## config.mk

```make
export PLATFORM = sky130hd
export DESIGN_NAME = sha256_stream_hash
export DESIGN_NICKNAME = d
export VERILOG_FILES = /design/src/sv/shs_pkg.sv /design/src/sv/sha256_stream_hash.sv
export VERILOG_INCLUDE_DIRS = /design/src /design/src/sv
export SDC_FILE = /design/constraint.sdc
export NUM_CORES = 2
export LEC_CHECK = 0
export ABC_AREA = 1
export BUFFER_PORTS_ARGS = -buffer_cell sky130_fd_sc_hd__buf_2
export CAP_MARGIN = 20
export CORE_MARGIN = 5
export CORE_UTILIZATION = 40
export DETAILED_ROUTE_END_ITERATION = 16
export PLACE_DENSITY = 0.52
export SYNTH_ARGS = -nofsm -noshare
export SYNTH_HDL_FRONTEND = slang
export SYNTH_SLANG_ARGS = --single-unit
```

## constraint.sdc

```tcl
create_clock -name i_clk -period 43.8 [get_ports i_clk]
set_input_delay 8.76 -clock i_clk [delete_from_list [all_inputs] [get_ports i_clk]]
set_output_delay 8.76 -clock i_clk [all_outputs]
set_load 0.02 [all_outputs]
```

## src/sv/sha256_stream_hash_defines.svh

```systemverilog
// Assertion macros for the SHA-256 stream hasher.
`ifndef SHA256_STREAM_HASH_DEFINES_SVH
`define SHA256_STREAM_HASH_DEFINES_SVH

`ifndef ASSERT_OFF
// Check a property on every clock edge outside reset.
`define SHS_ASSERT(lbl, clk, rst_n, prop, msg) \
    lbl: assert property (@(posedge clk) disable iff (!rst_n) (prop)) else $error(msg);
// Check a property on every clock edge, reset included.
`define SHS_ASSERT_ALWAYS(lbl, clk, prop, msg) \
    lbl: assert property (@(posedge clk) (prop)) else $error(msg);
`else
`define SHS_ASSERT(lbl, clk, rst_n, prop, msg)
`define SHS_ASSERT_ALWAYS(lbl, clk, prop, msg)
`endif

`endif

```

## src/sv/shs_pkg.sv

```systemverilog
package shs_pkg;

    typedef enum logic [2:0] {
        S_IDLE,
        S_PAD,
        S_ROUND,
        S_FINAL,
        S_EMIT
    } t_state;

    localparam logic       ACT_ABSORB = 1'b0;
    localparam logic       ACT_FINISH = 1'b1;
    localparam logic [7:0] PAD_BYTE   = 8'h80;
    localparam logic [5:0] LEN_POS    = 6'd56;
    localparam logic [5:0] ROUND_LAST = 6'd63;

    localparam logic [31:0] HASH_IV [8] = '{
        32'h6a09e667, 32'hbb67ae85, 32'h3c6ef372, 32'ha54ff53a,
        32'h510e527f, 32'h9b05688c, 32'h1f83d9ab, 32'h5be0cd19
    };

    localparam logic [31:0] ROUND_K [64] = '{
        32'h428a2f98, 32'h71374491, 32'hb5c0fbcf, 32'he9b5dba5,
        32'h3956c25b, 32'h59f111f1, 32'h923f82a4, 32'hab1c5ed5,
        32'hd807aa98, 32'h12835b01, 32'h243185be, 32'h550c7dc3,
        32'h72be5d74, 32'h80deb1fe, 32'h9bdc06a7, 32'hc19bf174,
        32'he49b69c1, 32'hefbe4786, 32'h0fc19dc6, 32'h240ca1cc,
        32'h2de92c6f, 32'h4a7484aa, 32'h5cb0a9dc, 32'h76f988da,
        32'h983e5152, 32'ha831c66d, 32'hb00327c8, 32'hbf597fc7,
        32'hc6e00bf3, 32'hd5a79147, 32'h06ca6351, 32'h14292967,
        32'h27b70a85, 32'h2e1b2138, 32'h4d2c6dfc, 32'h53380d13,
        32'h650a7354, 32'h766a0abb, 32'h81c2c92e, 32'h92722c85,
        32'ha2bfe8a1, 32'ha81a664b, 32'hc24b8b70, 32'hc76c51a3,
        32'hd192e819, 32'hd6990624, 32'hf40e3585, 32'h106aa070,
        32'h19a4c116, 32'h1e376c08, 32'h2748774c, 32'h34b0bcb5,
        32'h391c0cb3, 32'h4ed8aa4a, 32'h5b9cca4f, 32'h682e6ff3,
        32'h748f82ee, 32'h78a5636f, 32'h84c87814, 32'h8cc70208,
        32'h90befffa, 32'ha4506ceb, 32'hbef9a3f7, 32'hc67178f2
    };

    function automatic logic [31:0] big_sigma0(input logic [31:0] x);
        return {x[1:0], x[31:2]} ^ {x[12:0], x[31:13]} ^ {x[21:0], x[31:22]};
    endfunction

    function automatic logic [31:0] big_sigma1(input logic [31:0] x);
        return {x[5:0], x[31:6]} ^ {x[10:0], x[31:11]} ^ {x[24:0], x[31:25]};
    endfunction

    function automatic logic [31:0] small_sigma0(input logic [31:0] x);
        return {x[6:0], x[31:7]} ^ {x[17:0], x[31:18]} ^ {3'b000, x[31:3]};
    endfunction

    function automatic logic [31:0] small_sigma1(input logic [31:0] x);
        return {x[16:0], x[31:17]} ^ {x[18:0], x[31:19]} ^ {10'd0, x[31:10]};
    endfunction

endpackage

```

## src/sv/sha256_stream_hash.sv

```systemverilog
// Channel   Direction  Handshake                  Payload
// in        sink       i_in_valid / o_in_ready    i_action, i_msg_byte
// out       source     o_out_valid / i_out_ready  o_digest_part0 .. o_digest_part3
//
// An absorb transaction loads one byte; one that fills the 64-byte block also runs the
// rounds through the single round unit and one hash update.
// A finish feeds one pad or length byte per cycle outside compressions, 9 to 72 bytes,
// compresses each block that it fills and then loads the digest.
// Synchronous active-low reset restores the initial hash, empties the block and drops
// any pending digest. A stalled digest holds; absorbs go on, a finish waits for it.
module sha256_stream_hash (
    input  logic        i_clk,
    input  logic        i_rst_n,
    input  logic        i_in_valid,
    output logic        o_in_ready,
    input  logic        i_action,
    input  logic [7:0]  i_msg_byte,
    output logic        o_out_valid,
    input  logic        i_out_ready,
    output logic [63:0] o_digest_part0,
    output logic [63:0] o_digest_part1,
    output logic [63:0] o_digest_part2,
    output logic [63:0] o_digest_part3
);
    import shs_pkg::*;
`include "sha256_stream_hash_defines.svh"

    // Sequencer and control state
    t_state      r_state, n_state;
    logic [5:0]  r_fill;       // bytes held in the block shift line
    logic [63:0] r_len;        // message bytes absorbed so far
    logic [5:0]  r_round;
    logic        r_fin;        // finish in progress
    logic        r_lenph;      // length bytes being fed
    logic        r_last;       // current compression closes the message
    logic        r_out_valid;

    // Datapath
    logic [31:0]  r_h [8];     // chaining hash
    logic [31:0]  r_v [8];     // working variables a..h
    logic [511:0] r_blk;       // block bytes, then the 16-word schedule window
    logic [63:0]  r_bits;      // bit length, shifted out a byte at a time
    logic [63:0]  r_dig [4];

    logic         in_fire;
    logic         out_free;
    logic         push;
    logic [7:0]   push_byte;
    logic [5:0]   fill_next;
    logic         wrap;
    logic         len_ph;

    logic [31:0]  w0, w1, w9, w14, w_new;
    logic [31:0]  t1, t2;

    assign o_in_ready  = (r_state == S_IDLE);
    assign in_fire     = i_in_valid && o_in_ready;
    assign out_free    = !r_out_valid || i_out_ready;
    assign o_out_valid = r_out_valid;
    assign o_digest_part0 = r_dig[0];
    assign o_digest_part1 = r_dig[1];
    assign o_digest_part2 = r_dig[2];
    assign o_digest_part3 = r_dig[3];

    // Length bytes start once zero fill reaches byte 56 of the block
    assign len_ph    = r_lenph || (r_fill == LEN_POS);
    assign fill_next = r_fill + 6'd1;
    assign wrap      = push && (fill_next == 6'd0);

    // Byte source for the block shift line
    always_comb begin
        push      = 1'b0;
        push_byte = 8'h00;
        unique case (r_state)
            S_IDLE: begin
                if (in_fire) begin
                    push      = 1'b1;
                    push_byte = (i_action == ACT_FINISH) ? PAD_BYTE : i_msg_byte;
                end
            end
            S_PAD: begin
                push      = 1'b1;
                push_byte = len_ph ? r_bits[63:56] : 8'h00;
            end
            default: begin
                push      = 1'b0;
                push_byte = 8'h00;
            end
        endcase
    end

    // Next state
    always_comb begin
        n_state = r_state;
        unique case (r_state)
            S_IDLE: begin
                if (in_fire) begin
                    if (wrap) begin
                        n_state = S_ROUND;
                    end else if (i_action == ACT_FINISH) begin
                        n_state = S_PAD;
                    end
                end
            end
            S_PAD: begin
                if (wrap) begin
                    n_state = S_ROUND;
                end
            end
            S_ROUND: begin
                if (r_round == ROUND_LAST) begin
                    n_state = S_FINAL;
                end
            end
            S_FINAL: begin
                if (r_last) begin
                    n_state = S_EMIT;
                end else if (r_fin) begin
                    n_state = S_PAD;
                end else begin
                    n_state = S_IDLE;
                end
            end
            S_EMIT: begin
                if (out_free) begin
                    n_state = S_IDLE;
                end
            end
            default: n_state = S_IDLE;
        endcase
    end

    // Round unit: one compression round and one schedule word per cycle
    assign w0    = r_blk[511:480];
    assign w1    = r_blk[479:448];
    assign w9    = r_blk[223:192];
    assign w14   = r_blk[63:32];
    assign w_new = w0 + small_sigma0(w1) + w9 + small_sigma1(w14);

    assign t1 = r_v[7] + big_sigma1(r_v[4]) + ((r_v[4] & r_v[5]) ^ (~r_v[4] & r_v[6]))
              + ROUND_K[r_round] + w0;
    assign t2 = big_sigma0(r_v[0])
              + ((r_v[0] & r_v[1]) ^ (r_v[0] & r_v[2]) ^ (r_v[1] & r_v[2]));

    // Control registers
    always_ff @(posedge i_clk) begin
        if (!i_rst_n) begin
            r_state     <= S_IDLE;
            r_fill      <= 6'd0;
            r_len       <= 64'd0;
            r_round     <= 6'd0;
            r_fin       <= 1'b0;
            r_lenph     <= 1'b0;
            r_last      <= 1'b0;
            r_out_valid <= 1'b0;
            for (int i = 0; i < 8; i++) begin
                r_h[i] <= HASH_IV[i];
            end
        end else begin
            r_state <= n_state;
            if (push) begin
                r_fill <= fill_next;
            end
            if (in_fire && (i_action == ACT_ABSORB)) begin
                r_len <= r_len + 64'd1;
            end
            if (in_fire && (i_action == ACT_FINISH)) begin
                r_fin <= 1'b1;
            end
            if ((r_state == S_PAD) && len_ph) begin
                r_lenph <= 1'b1;
                if (wrap) begin
                    r_last <= 1'b1;
                end
            end
            if (r_state == S_ROUND) begin
                r_round <= r_round + 6'd1;
            end
            if (r_state == S_FINAL) begin
                for (int i = 0; i < 8; i++) begin
                    r_h[i] <= r_h[i] + r_v[i];
                end
            end
            // Hand off the digest and start the next message from scratch
            if ((r_state == S_EMIT) && out_free) begin
                r_out_valid <= 1'b1;
                r_len       <= 64'd0;
                r_fin       <= 1'b0;
                r_lenph     <= 1'b0;
                r_last      <= 1'b0;
                for (int i = 0; i < 8; i++) begin
                    r_h[i] <= HASH_IV[i];
                end
            end else if (r_out_valid && i_out_ready) begin
                r_out_valid <= 1'b0;
            end
        end
    end

    // Payload registers
    always_ff @(posedge i_clk) begin
        if (in_fire && (i_action == ACT_FINISH)) begin
            r_bits <= {r_len[60:0], 3'b000};
        end else if ((r_state == S_PAD) && len_ph) begin
            r_bits <= {r_bits[55:0], 8'h00};
        end
        if (push) begin
            r_blk <= {r_blk[503:0], push_byte};
        end else if (r_state == S_ROUND) begin
            r_blk <= {r_blk[479:0], w_new};
        end
        if (wrap) begin
            for (int i = 0; i < 8; i++) begin
                r_v[i] <= r_h[i];
            end
        end else if (r_state == S_ROUND) begin
            r_v[0] <= t1 + t2;
            r_v[1] <= r_v[0];
            r_v[2] <= r_v[1];
            r_v[3] <= r_v[2];
            r_v[4] <= r_v[3] + t1;
            r_v[5] <= r_v[4];
            r_v[6] <= r_v[5];
            r_v[7] <= r_v[6];
        end
        if ((r_state == S_EMIT) && out_free) begin
            for (int i = 0; i < 4; i++) begin
                r_dig[i] <= {r_h[2 * i], r_h[2 * i + 1]};
            end
        end
    end

    // Round counter runs only inside a compression
    `SHS_ASSERT(a_round_idle, i_clk, i_rst_n, (r_state != S_ROUND) |-> (r_round == 6'd0), "round counter active outside compression")
    // Compression starts only on a full block
    `SHS_ASSERT(a_round_fill, i_clk, i_rst_n, (r_state == S_ROUND) |-> (r_fill == 6'd0), "compression with partial block")
    // No finish bookkeeping survives back to idle
    `SHS_ASSERT(a_idle_clean, i_clk, i_rst_n, (r_state == S_IDLE) |-> (!r_fin && !r_lenph && !r_last), "finish flags left set in idle")
    // Digest hand-off leaves a fresh message state
    `SHS_ASSERT(a_emit_reinit, i_clk, i_rst_n, ((r_state == S_EMIT) && out_free) |=> (o_out_valid && (r_len == 64'd0) && (r_fill == 6'd0)), "message state not reinitialized after digest")
endmodule
```

-- Word level (Yosys, flattened, before mapping)
Memories as Yosys holds them, arrays and structs flattened.
Index checks and enable logic that the tools add are counted.
- ROM bits: 2048
- memories kept: 4
- output and inout port bits: 258
- register bits: 656
- bits of input ports: 13
- logic and storage cells: 169
- memory bits (writable): 768
- memories (memory ; words ; bits a word ; read ports ; clocked after Yosys merged registers in ; wr ports ; line ; source):
    (no name shown) ; 64 ; 32 ; 1 ; 0 ; 0 ; sha256_stream_hash.sv:141 ; + ROUND_K[r_round] + w0;
    r_dig ; 4 ; 64 ; 4 ; 0 ; 4 ; sha256_stream_hash.sv:43 ; logic [63:0] r_dig [4];
    r_h ; 8 ; 32 ; 8 ; 0 ; 8 ; sha256_stream_hash.sv:39 ; logic [31:0] r_h [8];
    r_v ; 8 ; 32 ; 8 ; 0 ; 8 ; sha256_stream_hash.sv:40 ; logic [31:0] r_v [8];
- reduce and logical (&&, ||, !) cells: 18
- $add $sub $neg: 21
- bitwise logic cells: 44
- $lt $le $gt $ge: 1
- equal/unequal tests: 11
- muxes and demuxes: 60
- operator list (kind ; number):
    512-bit 2-to-1 mux ; 2
    32-bit 2-to-1 mux ; 26
    32-bit adder ; 18
    32-bit XOR ; 9
    32-bit bitwise AND ; 5
    64-bit 2-to-1 mux ; 2
    64-bit by 1-bit adder with 64-bit output (second input constant) ; 1
    32-bit inverter ; 1
    32-bit by 22-bit XOR with 32-bit output ; 1
    32-bit by 29-bit XOR with 32-bit output ; 1
    8-bit 2-to-1 mux ; 3
    1-bit bitwise OR ; 24
    3-bit 2-to-1 mux ; 7
    1-bit 2-to-1 mux ; 17
    8-bit one-hot mux with 2 select lines ; 1
    3-bit one-hot mux with 5 select lines ; 1
    6-bit by 1-bit adder with 6-bit output (second input constant) ; 2
    6-bit equality test (second input constant) ; 2
    7-bit greater-or-equal comparator (second input constant) ; 1
    1-bit logical AND ; 7
    6-bit inverter with 7-bit output ; 1
    3-bit by 2-bit equality test with 1-bit output (second input constant) ; 2
    6-bit logical NOT ; 1
    2-bit inequality test (second input constant) ; 3
    13 further kinds ; 17

-- Depth between registers and ports, before layout
An unclocked memory read counts as a cell.
- depth in word-level cells: 9
- mapped depth: 42
- gate-level depth less buffers: 40

-- Least setup slack after synthesis
No wires, ideal clock.
- path kind: in2reg
- from: in i_in_valid
- to: reg r_blk[0], enable pin
- setup slack: 22.235 ns
- stages: 7
- path buffers: 3
- setup time: 3.664 ns
- arrival time: 17.901 ns
- data required time: 40.136 ns
- cells stage by stage: inv_1 nor2_4 nor2_1 buf_2 buf_2 buf_2 nand2_1
- cells in the longest elaborated chain, start to end: 4
- RTL lines (item ; line ; source):
    start, declared ; sha256_stream_hash.sv:14 ; input logic i_in_valid,
    1-bit logical AND ; sha256_stream_hash.sv:57 ; assign in_fire = i_in_valid && o_in_ready;
    1-bit 2-to-1 mux ; sha256_stream_hash.sv:76 ; if (in_fire) begin
    1-bit one-hot mux with 2 select lines ; sha256_stream_hash.sv:74 ; unique case (r_state)
    2-bit nonzero test (no source line) ; n/a ;
    end signal, assigned ; sha256_stream_hash.sv:208 ; r_blk <= {r_blk[503:0], push_byte};
    end signal, assigned ; sha256_stream_hash.sv:210 ; r_blk <= {r_blk[479:0], w_new};
    end, declared ; sha256_stream_hash.sv:41 ; logic [511:0] r_blk;
Every way passes these cells.
A chain may end at the register's enable or synchronous reset.

-- Worst setup path in the final report
- from: in i_in_valid
- to: reg r_blk[83], enable pin
Same word-level chain as after synthesis.

==> metrics.md <==
| Metric | Value |
|---|---|
| Max Root-Sink Buffers | `3` |
| Crit Reg-Reg Endpoint | `r_v[0][31]$_DFFE_PP_` |
| Rows | `between 150 and 200` |
| Critical-path cell list | `buf_2, inv_1, nor2_4, nor2_4, buf_4, buf_12, nand2_4, buf_4, buf_4` |
| Final Slew Violations | `0` |
| Total grt overflow | `0` |
| CTS hold repair buffers | `0` |
| Post-Syn Instances | `10190` |
| Post-synth EDFFs | `roughly 1200` |
| First-pass GRT wire length | `458900 µm` |
| Vias in the first global route | `between 60000 and 70000` |
| Final Setup Violations | `0` |
| Fin crit period | `12.60 ns` |
| Clk root buf | `clkbuf_16` |
| Synth Register Bits | `1421` |
| HP Class | `register to register` |
| Sequential Area | `0.04059 mm²` |
| Die width | `~480 µm` |
| CP startpoint kind | `input pin` |
| Sequential share of the synthesized area | `between 40% and 50%` |
| Postcts setup bufs | `0` |
| DIE HEIGHT | `477.6 µm` |
| RSZ-0062 raised after global routing | `false` |
| Synth Cell Area | `0.08746 mm²` |
| Worst path top cell family by delay | `buffers and inverters` |
| H-tree depth | `4` |
| Crit path top cell by count | `buf_4` |
| Core ar. | `about 0.22 mm²` |
| DP HPWL | `242300 µm` |
| Layout cells sized above 1 | `6.455%` |
| Critical Path End Type | `register` |
| Initial core utilization | `a little over 40%` |
| Crit Path Class | `input pin to register` |
| Slew @ Worst Pin | `1.116 ns` |
| Mapped Nets | `10800` |
| Nets@finish | `10910` |
| Crit path to | `r_blk[83]$_DFFE_PP_` |
| Worst reg2reg startpoint | `r_round[1]$_SDFFE_PN0P_` |
| Asr flop ratio synth | `0%` |
| CP bufs+invs | `6` |
| Num CTS Buffers | `around 160` |
| Status | `finished clean` |
| CTS tree | `yes` |
| Worst Path Arrival | `13.03 ns` |
| Worst Setup SP | `i_in_valid` |
| Worst reg-to-reg setup slack | `between 30 and 40 ns` |
| WP depth | `9` |
| I/O pins | `271` |
| Die footprint | `0.2281 mm²` |
| Worst path slowest cell | `buf_4` |
| Vias | `~70000` |
| CTS resizes | `0` |
| Vias per inst | `5.418` |
| Main synth FF type | `edfxtp_1` |
| Fin crit share | `28.76%` |
| Initial DRT Pass Iterations | `6` |
| Mean Syn Cell Area | `8.579 µm²` |
| I/O Buffers | `270` |
| Antenna-violating nets left | `0` |
| Path depth of the worst reg2reg path | `35` |
| Total global-route track usage | `26.69%` |
| Wirelength per Cell | `23.59 µm` |
| Required time of the critical path | `about 44 ns` |
| Max incr delay on CP | `between 0.9 and 1 ns` |
| Post-Route Skew | `about 0.043 ns` |
| Headroom to the max-slew limit | `25.58%` |
| Drt initial violations | `7223` |
| Area of the multi-input gates | `0.04010 mm²` |
| Final Hold Viols | `0` |
| Residual DRC | `0` |
| Final WL | `313800 µm` |
| Max Cap Viol | `0` |
| Clk sinks | `around 1400` |
| Fmax | `0.07939 GHz` |
| Area grow syn2layout | `11.02%` |
| Final setup TNS | `0 ns` |
| Worst-path clk slew | `0.06 ns` |
| GPL Wtd Cong | `0.9654` |
| Synth warn | `0` |
| Crit path max fanout | `roughly 240` |
| FILL cells | `21710` |
| Clk Latency, worst-skew pair | `0.85 ns` |
| Initial antenna violation count | `7` |
| Largest net degree at the start of global routing | `239` |
| Unique masters post-synth | `63` |
==> how the worst min path moves through the flow <==
stage | cells after the start | endpoint | from | slack, ns
2_1_floorplan | 0 | r_dig[2][0]$_DFFE_PP_ | r_h[1][32]$_SDFFE_PP0P_ | 0.43
3_3_place_gp | 0 | r_dig[3][45]$_DFFE_PP_ | r_h[1][77]$_SDFFE_PP0P_ | 0.45
3_5_place_dp | 0 | r_dig[3][45]$_DFFE_PP_ | r_h[1][77]$_SDFFE_PP0P_ | 0.46
4_1_cts | 0 | r_dig[3][39]$_DFFE_PP_ | r_h[1][71]$_SDFFE_PP1P_ | 0.48
5_1_grt | 0 | r_dig[3][45]$_DFFE_PP_ | r_h[1][77]$_SDFFE_PP0P_ | 0.49
6_report | 0 | r_dig[3][39]$_DFFE_PP_ | r_h[1][71]$_SDFFE_PP1P_ | 0.47
==> registers in the layout, indices dropped and copies added, names as in the netlist <==
name,flops
r_state,3
r_round,6
r_h,256
r_len,61
r_fill,6
r_bits,61
r_blk,512
r_v,256
r_dig,256
o_out_valid,1
r_fin,1
r_last,1
r_lenph,1
==> synthesized netlist by cell type (all sizes together) (3+ instances only) <==
cell | count | share of area (%)
nand2 | 2403 | 10
inv | 1418 | 6.1
o21ai | 1218 | 7.0
edfxtp | 1213 | 42
a21oi | 652 | 3.7
nor2 | 606 | 2.7
ha | 397 | 5.7
nand3 | 372 | 2.2
clkbuf | 295 | 1.3
xor2 | 221 | 2.2
dfxtp | 208 | 4.8
fa | 195 | 4.5
xnor2 | 180 | 1.8
nor3 | 129 | 0.80
buf | 86 | 0.44
nand4 | 86 | 0.63
a21o | 66 | 0.57
a31oi | 65 | 0.46
o21bai | 56 | 0.48
or2 | 39 | 0.28
o211ai | 38 | 0.33
o21a | 33 | 0.28
nor4 | 32 | 0.23
a21boi | 26 | 0.22
o221ai | 23 | 0.23
a221oi | 15 | 0.15
nand3b | 13 | 0.11
a211oi | 12 | 0.10
o31ai | 11 | 0.094
o22ai | 10 | 0.072
o311ai | 10 | 0.10
and3 | 8 | 0.057
mux2i | 8 | 0.092
a221o | 6 | 0.069
nor3b | 6 | 0.057
o2111ai | 6 | 0.060
and2 | 5 | 0.036
clkinv | 5 | 0.021
o211a | 4 | 0.046
a31o | 3 | 0.030
a32o | 3 | 0.034
mux2 | 3 | 0.039
==> through the flow <==
| step | util [%] | setup slack [ns] | cells | hold WS (ns) | instance area [µm²] |
|---|---|---|---|---|---|
| global route | 44.66 | 30.96 | 13300 | 0.4887 | 97090 |
| CTS | 44.65 | 31.39 | 13300 | 0.4761 | 97060 |
| global placement | 42.06 | 30.52 | 12990 | 0.4532 | 91420 |
| detailed placement | 42.06 | 30.48 | 12990 | 0.4622 | 91440 |
| finish | 44.67 | 31.20 | 13300 | 0.4709 | 97090 |
| floorplan | - | 22.23 | 10190 | 0.4342 | 87460 |
==> worst register-to-register path, delay by kind of cell (launching register included) <==
kind,cells,cell delay [ns]
AOI/OAI and AO/OA,10,2.53
xor gates and xnor gates,1,0.62
adders and majority gates,6,2.68
buffers and inverters,7,0.91
DFF,1,0.33
and+or+nand+nor,11,2.20
==> layout by cell type, fill, tap and decap left out, types with 23 or more instances in the layout <==
cell type,synthesis,routed
buf_2,53,270
o21a_1,33,33
nor2_1,595,591
o221ai_1,23,23
nand2_1,2400,2396
xnor2_1,180,180
o21bai_1,56,56
nand3_1,369,368
a21boi_0,26,26
o211ai_1,38,38
edfxtp_1,1213,1213
inv_1,1408,1405
clkbuf_16,0,166
nor3_1,122,121
nor4_1,32,32
clkinv_1,5,31
o21ai_1,52,52
xor2_1,221,221
a21o_1,66,66
or2_2,36,36
buf_4,0,50
nand4_1,84,84
clkbuf_1,295,25
a31oi_1,65,65
ha_1,397,397
o21ai_0,1166,1166
dfxtp_1,208,205
fa_1,195,195
a21oi_1,652,652
==> cells by family after synthesis <==
logic type,Yosys count,synth area share [%]
flops,1421,46.41
simple gates,3700,17.37
mux,11,0.1302
xor+xnor,401,4.016
fa+ha+maj,592,10.14
buf+inv,1804,7.819
compound gates,2265,14.12
==> final cells by class <==
| type | instances | share of cell area, % |
|---|---|---|
| Clock inverter | 102 | 1.272 |
| Timing Repair Buffer | 325 | 1.889 |
| Antenna cell | 3 | 0.007732 |
| Tap cell | 2854 | 3.678 |
| Inverter | 1423 | 5.532 |
| Multi-Input combinational cell | 6969 | 41.30 |
| Clock buffer | 202 | 4.515 |
| Sequential cell | 1421 | 41.81 |
==> layer usage <==
layer	vias up	track usage (%)	part of all wire, %
li1	34410	-	-
met5	-	0	0
met2	2338	42.87	45
met1	34840	37.48	45
met3	467	3.396	5.8
met4	0	8.822	3.6
Power is not shown: default switching activity piles up to over one toggle a cycle in this logic, so the estimate is an artifact.
